--- src/rtl/dsrc_pkg.sv ---
// shared types and constants for the display state residency counter
// no dependencies; imported by display_state_residency_counter
package dsrc_pkg;

  // default storage widths for time sums and entry counts
  localparam int DEF_TIME_BITS  = 48;
  localparam int DEF_COUNT_BITS = 32;

  // port field widths
  localparam int NOW_W   = 48;
  localparam int CLK_W   = 36;
  localparam int BLANK_W = 8;
  localparam int CNT_W   = 32;
  localparam int IDX_W   = 2;

  // number of tracked power states
  localparam int PWR_STATE_CNT = 3;

  // power state codes
  localparam logic [IDX_W-1:0] PS_OFF  = 2'd0;
  localparam logic [IDX_W-1:0] PS_60HZ = 2'd1;
  localparam logic [IDX_W-1:0] PS_90HZ = 2'd2;
  localparam logic [IDX_W-1:0] PS_LAST = IDX_W'(PWR_STATE_CNT - 1);

  // configuration register indexes
  localparam logic [IDX_W-1:0] CFG_SOURCE_PRESENT = 2'd0;
  localparam logic [IDX_W-1:0] CFG_CLOCK_THRESH   = 2'd1;

  // sequencer states
  typedef enum logic [1:0] {
    ST_IDLE,
    ST_UPD,
    ST_QRD,
    ST_QEND
  } seq_state_t;

endpackage

--- src/rtl/display_state_residency_counter.sv ---
// display power state residency counter, top level
// holds per-state totals, entry counts and entry times in two small memories
// depends on dsrc_pkg
//
// usage:
//   input: an item is transferred when start is high and busy is low.
//   in_mode 0 is a sample (backlight blank value, link clock, time),
//   in_mode 1 is a query.
//   a sample gives no result; when the state changes it reads the old and
//   new state entries, then writes them back in ST_UPD while busy is high.
//   a query gives three records (off, 60 Hz, 90 Hz) on consecutive cycles,
//   each marked by out_valid for one cycle; each state's entries are read
//   in ST_QRD, one memory read per state, then pass the read data register
//   and the output registers; busy stays high through ST_QRD and ST_QEND.
//   configuration: cfg_valid/cfg_ready with cfg_index and cfg_data, ready
//   always; to be written only while busy is low, which the block does not check.
//   reset (synchronous, rst_n low) clears all totals, counts and entry
//   times through per-entry valid bits, sets source_present to 1 and the
//   clock threshold to 0; no clearing pass is needed.
//   the receiver cannot stall: records are presented once and not held.
module display_state_residency_counter
  import dsrc_pkg::*;
#(
  parameter int TIME_BITS  = DEF_TIME_BITS,
  parameter int COUNT_BITS = DEF_COUNT_BITS
) (
  input  logic               clk,
  input  logic               rst_n,
  // input channel
  input  logic               start,
  output logic               busy,
  input  logic               in_mode,
  input  logic [NOW_W-1:0]   in_now_ms,
  input  logic               in_blank_ok,
  input  logic [BLANK_W-1:0] in_blank_value,
  input  logic               in_clock_ok,
  input  logic [CLK_W-1:0]   in_clock_hz,
  // result channel
  output logic               out_valid,
  output logic [IDX_W-1:0]   out_state_id,
  output logic [NOW_W-1:0]   out_total_time_ms,
  output logic [CNT_W-1:0]   out_entry_count,
  output logic [NOW_W-1:0]   out_last_entry_ms,
  output logic               out_report_ok,
  output logic               out_is_last,
  // configuration channel
  input  logic               cfg_valid,
  output logic               cfg_ready,
  input  logic [IDX_W-1:0]   cfg_index,
  input  logic [CLK_W-1:0]   cfg_data
);

  localparam int E_W = COUNT_BITS + TIME_BITS;

  // sequencer and configuration
  seq_state_t              state_r, state_nxt;
  logic                    src_r;
  logic [CLK_W-1:0]        thr_r;

  // sample tracking
  logic [BLANK_W-1:0]      prev_blank_r;
  logic                    prev_known_r;
  logic [IDX_W-1:0]        cur_r;
  logic                    cur_known_r;

  // latched item
  logic [TIME_BITS-1:0]    now_r;
  logic [IDX_W-1:0]        nxt_r;
  logic [IDX_W-1:0]        old_r;
  logic                    had_r;

  // query sequencing
  logic [IDX_W-1:0]        q_idx_r;
  logic                    p_vld_r;
  logic [IDX_W-1:0]        p_idx_r;

  // memories: totals, and {entry count, entry time}
  logic [TIME_BITS-1:0]    t_mem [PWR_STATE_CNT];
  logic [E_W-1:0]          e_mem [PWR_STATE_CNT];
  logic [PWR_STATE_CNT-1:0] t_vld_r;
  logic [PWR_STATE_CNT-1:0] e_vld_r;
  logic [TIME_BITS-1:0]    rd_t_r;
  logic [E_W-1:0]          rd_e0_r;
  logic [E_W-1:0]          rd_e1_r;
  logic                    rd_t_vld_r;
  logic                    rd_e0_vld_r;
  logic                    rd_e1_vld_r;

  // output registers
  logic                    out_valid_r;
  logic [IDX_W-1:0]        out_state_id_r;
  logic [NOW_W-1:0]        out_total_r;
  logic [CNT_W-1:0]        out_count_r;
  logic [NOW_W-1:0]        out_last_r;
  logic                    out_ok_r;
  logic                    out_is_last_r;

  // combinational
  logic                    accept;
  logic                    blank_new;
  logic                    samp_take;
  logic                    samp_chg;
  logic [IDX_W-1:0]        cls;
  logic [IDX_W-1:0]        rd_a;
  logic [TIME_BITS-1:0]    t_eff;
  logic [COUNT_BITS-1:0]   e0_cnt;
  logic [TIME_BITS-1:0]    e0_time;
  logic [COUNT_BITS-1:0]   e1_cnt;
  logic [TIME_BITS-1:0]    elapsed;
  logic                    live;
  logic [TIME_BITS-1:0]    q_total;
  logic                    t_we;
  logic                    e_we;
  logic [TIME_BITS-1:0]    t_wdata;
  logic [E_W-1:0]          e_wdata;

  assign busy      = (state_r != ST_IDLE);
  assign cfg_ready = 1'b1;
  assign accept    = start && (state_r == ST_IDLE);

  // sample classification
  always_comb begin
    blank_new = !prev_known_r || (in_blank_value != prev_blank_r);
    samp_take = accept && !in_mode && src_r && in_blank_ok && blank_new;
    if (in_blank_value != '0) begin
      cls = PS_OFF;
    end else if (in_clock_ok && (in_clock_hz > thr_r)) begin
      cls = PS_90HZ;
    end else begin
      cls = PS_60HZ;
    end
    samp_chg = samp_take && (!cur_known_r || (cls != cur_r));
  end

  // next state
  always_comb begin
    state_nxt = state_r;
    case (state_r)
      ST_IDLE: begin
        if (accept && in_mode) begin
          state_nxt = ST_QRD;
        end else if (samp_chg) begin
          state_nxt = ST_UPD;
        end
      end
      ST_UPD:  state_nxt = ST_IDLE;
      ST_QRD: begin
        if (q_idx_r == PS_LAST) begin
          state_nxt = ST_QEND;
        end
      end
      ST_QEND: state_nxt = ST_IDLE;
      default: state_nxt = ST_IDLE;
    endcase
  end

  // read data with unwritten entries reading as zero
  always_comb begin
    rd_a    = (state_r == ST_QRD) ? q_idx_r : cur_r;
    t_eff   = rd_t_vld_r ? rd_t_r : '0;
    e0_cnt  = rd_e0_vld_r ? rd_e0_r[E_W-1:TIME_BITS] : '0;
    e0_time = rd_e0_vld_r ? rd_e0_r[TIME_BITS-1:0] : '0;
    e1_cnt  = rd_e1_vld_r ? rd_e1_r[E_W-1:TIME_BITS] : '0;
    elapsed = now_r - e0_time;
    live    = cur_known_r && (cur_r == p_idx_r);
    q_total = live ? (t_eff + elapsed) : t_eff;
  end

  // write back on a state change
  always_comb begin
    t_we    = (state_r == ST_UPD) && had_r;
    e_we    = (state_r == ST_UPD);
    t_wdata = t_eff + elapsed;
    e_wdata = {e1_cnt + COUNT_BITS'(1), now_r};
  end

  // memories
  always_ff @(posedge clk) begin
    if (t_we) begin
      t_mem[old_r] <= t_wdata;
    end
    if (e_we) begin
      e_mem[nxt_r] <= e_wdata;
    end
    rd_t_r  <= t_mem[rd_a];
    rd_e0_r <= e_mem[rd_a];
    rd_e1_r <= e_mem[cls];
  end

  // control state
  always_ff @(posedge clk) begin
    if (!rst_n) begin
      state_r      <= ST_IDLE;
      src_r        <= 1'b1;
      thr_r        <= '0;
      prev_blank_r <= '0;
      prev_known_r <= 1'b0;
      cur_r        <= PS_OFF;
      cur_known_r  <= 1'b0;
      t_vld_r      <= '0;
      e_vld_r      <= '0;
      q_idx_r      <= '0;
      p_vld_r      <= 1'b0;
      out_valid_r  <= 1'b0;
    end else begin
      state_r <= state_nxt;

      // configuration transfer
      if (cfg_valid) begin
        case (cfg_index)
          CFG_SOURCE_PRESENT: src_r <= cfg_data[0];
          CFG_CLOCK_THRESH:   thr_r <= cfg_data;
          default:            ;
        endcase
      end

      // remember last blank value
      if (samp_take) begin
        prev_blank_r <= in_blank_value;
        prev_known_r <= 1'b1;
      end

      // commit state change
      if (state_r == ST_UPD) begin
        cur_r          <= nxt_r;
        cur_known_r    <= 1'b1;
        e_vld_r[nxt_r] <= 1'b1;
        if (had_r) begin
          t_vld_r[old_r] <= 1'b1;
        end
      end

      // query read index
      if (accept) begin
        q_idx_r <= '0;
      end else if (state_r == ST_QRD) begin
        q_idx_r <= q_idx_r + IDX_W'(1);
      end

      p_vld_r     <= (state_r == ST_QRD);
      out_valid_r <= p_vld_r;
    end
  end

  // payload registers
  always_ff @(posedge clk) begin
    rd_t_vld_r  <= t_vld_r[rd_a];
    rd_e0_vld_r <= e_vld_r[rd_a];
    rd_e1_vld_r <= e_vld_r[cls];
    p_idx_r     <= q_idx_r;
    if (accept) begin
      now_r <= TIME_BITS'(in_now_ms);
      nxt_r <= cls;
      old_r <= cur_r;
      had_r <= cur_known_r;
    end
    if (p_vld_r) begin
      out_state_id_r <= p_idx_r;
      out_total_r    <= NOW_W'(q_total);
      out_count_r    <= CNT_W'(e0_cnt);
      out_last_r     <= NOW_W'(e0_time);
      out_ok_r       <= src_r || cur_known_r;
      out_is_last_r  <= (p_idx_r == PS_LAST);
    end
  end

  assign out_valid         = out_valid_r;
  assign out_state_id      = out_state_id_r;
  assign out_total_time_ms = out_total_r;
  assign out_entry_count   = out_count_r;
  assign out_last_entry_ms = out_last_r;
  assign out_report_ok     = out_ok_r;
  assign out_is_last       = out_is_last_r;

endmodule

--- config.mk ---
export PLATFORM = sky130hd
export DESIGN_NAME = display_state_residency_counter
export DESIGN_NICKNAME = d
export VERILOG_FILES = /design/src/rtl/dsrc_pkg.sv /design/src/rtl/display_state_residency_counter.sv
export SDC_FILE = /design/constraint.sdc
export NUM_CORES = 1
export LEC_CHECK = 0
export ABC_AREA = 0
export ABC_CLOCK_PERIOD_IN_PS = 18500
export BUFFER_PORTS_ARGS = -buffer_cell sky130_fd_sc_hd__buf_4
export CORE_MARGIN = 1
export CORE_UTILIZATION = 40
export DETAILED_ROUTE_END_ITERATION = 8
export PLACE_DENSITY_LB_ADDON = 0.15
export SYNTH_ARGS = -nofsm -noshare
export SYNTH_HDL_FRONTEND = slang
export SYNTH_SLANG_ARGS = --single-unit
--- constraint.sdc ---
create_clock -name clk -period 18.5 [get_ports clk]
set_input_delay 0.925 -clock clk [delete_from_list [all_inputs] [get_ports clk]]
set_output_delay 0.925 -clock clk [all_outputs]
set_load 0.1 [all_outputs]
==> flow_metrics.env <==
export IMPL_die_width_um=292
export IMPL_numCtsBuffers=87
export IMPL_status="finished clean"
export IMPL_h_tree_depth=3
export IMPL_nets=3449
export IMPL_rr_endpoint="t_mem[2][47]"
export IMPL_cts_setup_buffers=0
export IMPL_yosysUniqueCellTypes=70
export IMPL_setup_tns_ns=0
export IMPL_drtPass1Iterations=6
export IMPL_syn_cell_area_um2=33600
export IMPL_final_util=0.482
export IMPL_fill_cells=7446
export IMPL_ys_seq_area_frac=0.643
export IMPL_synth_top_cell_by_area="edfxtp_1"
export IMPL_synth_ff_type="edfxtp_1"
export IMPL_area_growth_pct=18.7
export IMPL_cts_tree="done"
export IMPL_slowest_stage="a2111oi_0"
export IMPL_synth_top_cell_area_share=0.509
export IMPL_vias=22746
export IMPL_wirelength_um=87300
export IMPL_drc=0
export IMPL_synth_area_top_cells="edfxtp_1, dfxtp_1, nand2_1, ha_1, a31oi_1"
export IMPL_yosys_warnings=0
export IMPL_place_hpwl_um=55200
export IMPL_grt_pass1_wl_um=134000
export IMPL_holdWs_ns=0.389
export IMPL_synth_cells=2936
export IMPL_p_sw_frac=0.240
export IMPL_avgSynthCellArea_um2=11.4
export IMPL_wl_per_cell_um=20.2
export IMPL_clkPwrFrac=0.442
export IMPL_hp_start="q_idx_r[0]"
export IMPL_hold_viol_final=0
export IMPL_power_frac_seq=0.468
export IMPL_cap_violations=0
export IMPL_cts_max_path_buffers=3
export IMPL_clock_sinks=795
export IMPL_routabilityCongestion=0.899
export IMPL_p_switching_w=0.00102
export IMPL_numPortBuffers=270
export IMPL_dieHeight_um=292
export IMPL_max_freq_ghz=0.199
export IMPL_synth_edff_count=569
export IMPL_grt_max_degree=97
export IMPL_vdd_drop_max_uv=68.3
export IMPL_grt_overflow_total=0
export IMPL_cp_start_kind="flip-flop"
export IMPL_cp_end_kind="flip-flop"
export IMPL_async_flop_share=0
export IMPL_initial_core_util=0.406
export IMPL_cp_arrival_ns=5.39
export IMPL_powerDensity_nw_per_um2=106
export IMPL_final_layout_size_suffix_gt1_frac=0.144
export IMPL_clock_skew_ns=0.0266
export IMPL_cts_hold_buf=0
export IMPL_r2r_start="rd_t_vld_r"
export IMPL_min_period_ns=5.03
export IMPL_multiInputGateArea_um2=10800
export IMPL_crit_chain="buf_4 > nand2_1 > fa_1 > inv_1 > ha_1 > a21oi_1 > o21ai_0 > a21oi_1 > nand3_1 > o21ai_1 > a2111oi_0 > nor2_1 > xor2_1"
export IMPL_cts_resized=0
export IMPL_cts_root_buf="clkbuf_16"
export IMPL_worstPathRequired_ns=18.86
export IMPL_maxSlewViolCount=0
export IMPL_timing_final_crit_share=0.272
export IMPL_intPower_w=0.00323
export IMPL_hold_depth=0
export IMPL_viasPerCell=5.26
export IMPL_drt_iter0_markers=1480
export IMPL_tightestPinTransition_ns=1.28
export IMPL_syn_nets=3206
export IMPL_cp_slowest_stage_delay_ns=1.14
export IMPL_r2r_cells=13
export IMPL_worstSkewPairLatency_ns=0.65
export IMPL_grt_setup_unrepaired="no"
export IMPL_path_clk_slew_ns=0.06
export IMPL_hold_class="flip-flop to flip-flop"
export IMPL_rows=105
export IMPL_max_slew_margin_rel=0.122
export IMPL_ant_nets=0
export IMPL_seq_area_um2=21600
export IMPL_timing_worst_setup_path_type="flip-flop to flip-flop"
export IMPL_antenna_found_initial=2
export IMPL_core_area_um2=82600
export IMPL_power_frac_comb=0.091
export IMPL_ys_seq_elements=795
export IMPL_track_usage=0.204
export IMPL_p_leak_nw=15.2
export IMPL_min_to="p_idx_r[0]"
export IMPL_setup_violations=0
export IMPL_critPathMostFrequentCell="a21oi_1"
export IMPL_regToRegSetupSlack_ns=13.47
export IMPL_num_io_pins=272
export IMPL_dieArea_um2=85100
export IMPL_grt_pass1_vias=22804
export IMPL_worstPathMaxFanout=55
per-layer routing:
metal	up-vias	GRT usage	routed length [um]
li1	10771	-	-
met1	11222	0.262	37300
met2	609	0.350	43400
met3	144	0.0301	4060
met4	0	0.0703	2590
met5	-	0	0
metrics by stage:
stage	worst slack (ns)	cell area, um2	total power (W)	cells
after global routing	13.12	39900	0.00439	4325
after global placement	13.54	36700	0.00240	4160
after floorplan	11.41	33600	0.00228	2936
after detailed placement	13.50	36700	0.00241	4160
final	13.47	39900	0.00424	4325
after CTS	13.46	39900	0.00429	4323
power by group through the flow:
| stage | Clock, W | Combinational (W) | Sequential (W) |
|---|---|---|---|
| 2_1_floorplan | 0 | 0.000210 | 0.00207 |
| 3_3_place_gp | 0 | 0.000379 | 0.00202 |
| 3_5_place_dp | 0 | 0.000384 | 0.00202 |
| 4_1_cts | 0.00192 | 0.000386 | 0.00198 |
| 5_1_grt | 0.00198 | 0.000422 | 0.00199 |
| 6_report | 0.00187 | 0.000385 | 0.00198 |
cells by family (layout without fill, tap and decap cells):
| logic type | count (synthesis) | count (layout) | share of synthesized area |
|---|---|---|---|
| AO/OA/AOI/OAI | 520 | 520 | 0.0957 |
| XOR/XNOR | 77 | 77 | 0.0201 |
| adder cells (fa/ha/maj) | 133 | 133 | 0.0600 |
| buffers and inverters | 345 | 662 | 0.0389 |
| flip-flops | 795 | 795 | 0.643 |
| multiplexers | 13 | 13 | 0.00387 |
| other | 1 | 3 | 0.000112 |
| AND/OR/NAND/NOR | 1052 | 1052 | 0.138 |
synth_stat cells, types with 19 or more instances:
cell and instances:
dfxtp_1 226, inv_1 201, nand2_1 482, nor3_1 27
ha_1 86, o21a_1 19, xor2_1 27, nor2_1 259
edfxtp_1 569, a21oi_1 115, o21ai_0 99, fa_1 47
a31oi_1 166, and2_1 102, clkbuf_1 133, xnor2_1 50
a21o_1 46, nand4_1 30, nand3_1 78
registers in the layout, summed over array words and instances, names as in the netlist, 3 cells and up:
register	count
rd_e1_r	32
out_last_entry_ms	48
out_total_time_ms	48
t_mem	144
t_vld_r	3
rd_t_r	48
prev_blank_r	8
out_entry_count	32
thr_r	36
e_vld_r	3
e_mem	240
now_r	48
rd_e0_r	80
worst max path at each step:
stage	start	slack (ns)	depth (start not counted)	to
CTS	rd_t_vld_r	13.46	13	t_mem[2][47]
finish	rd_t_vld_r	13.47	13	t_mem[2][47]
detailed placement	rd_t_vld_r	13.50	13	t_mem[0][47]
floorplan	state_r[1]	11.41	2	e_mem[1][0]
global route	rd_t_vld_r	13.12	13	t_mem[0][47]
global placement	rd_t_vld_r	13.54	13	t_mem[0][47]
layout by cell type (no fill, tap or decap), types with 12 or more instances in the layout:
cell type,n
edfxtp_1,569
nand2_1,482
buf_4,298
nor2_1,259
dfxtp_1,223
inv_1,201
a31oi_1,166
a21oi_1,115
and2_1,100
o21ai_0,99
clkbuf_16,87
ha_1,86
nand3_1,78
xnor2_1,50
fa_1,47
a21o_1,46
nand4_1,30
xor2_1,27
nor3_1,25
o21a_1,17
clkinv_2,17
bufinv_16,17
clkbuf_1,14
o211ai_1,13
or3_1,12
mux2i_1,12
final cells by class:
cell class              count  share of cell area
multi-input cells        1796               0.270
well taps                1070              0.0336
inverters                 201              0.0189
clock inverters            55              0.0206
flip-flops and latches    795               0.542
repair buffers            298              0.0561
clock buffers             108              0.0584
diodes                      2            0.000126
critical path: cells and delay by family, from the launching register on:
family	cells	cell delay, ns
and+or+nand+nor	3	0.49
buffers and inverters	2	0.68
DFF	1	0.31
AOI/OAI and AO/OA	5	2.04
adders and majority gates	2	0.95
xor gates and xnor gates	1	0.23
No activity file was read; power rests on OpenSTA's default activity.
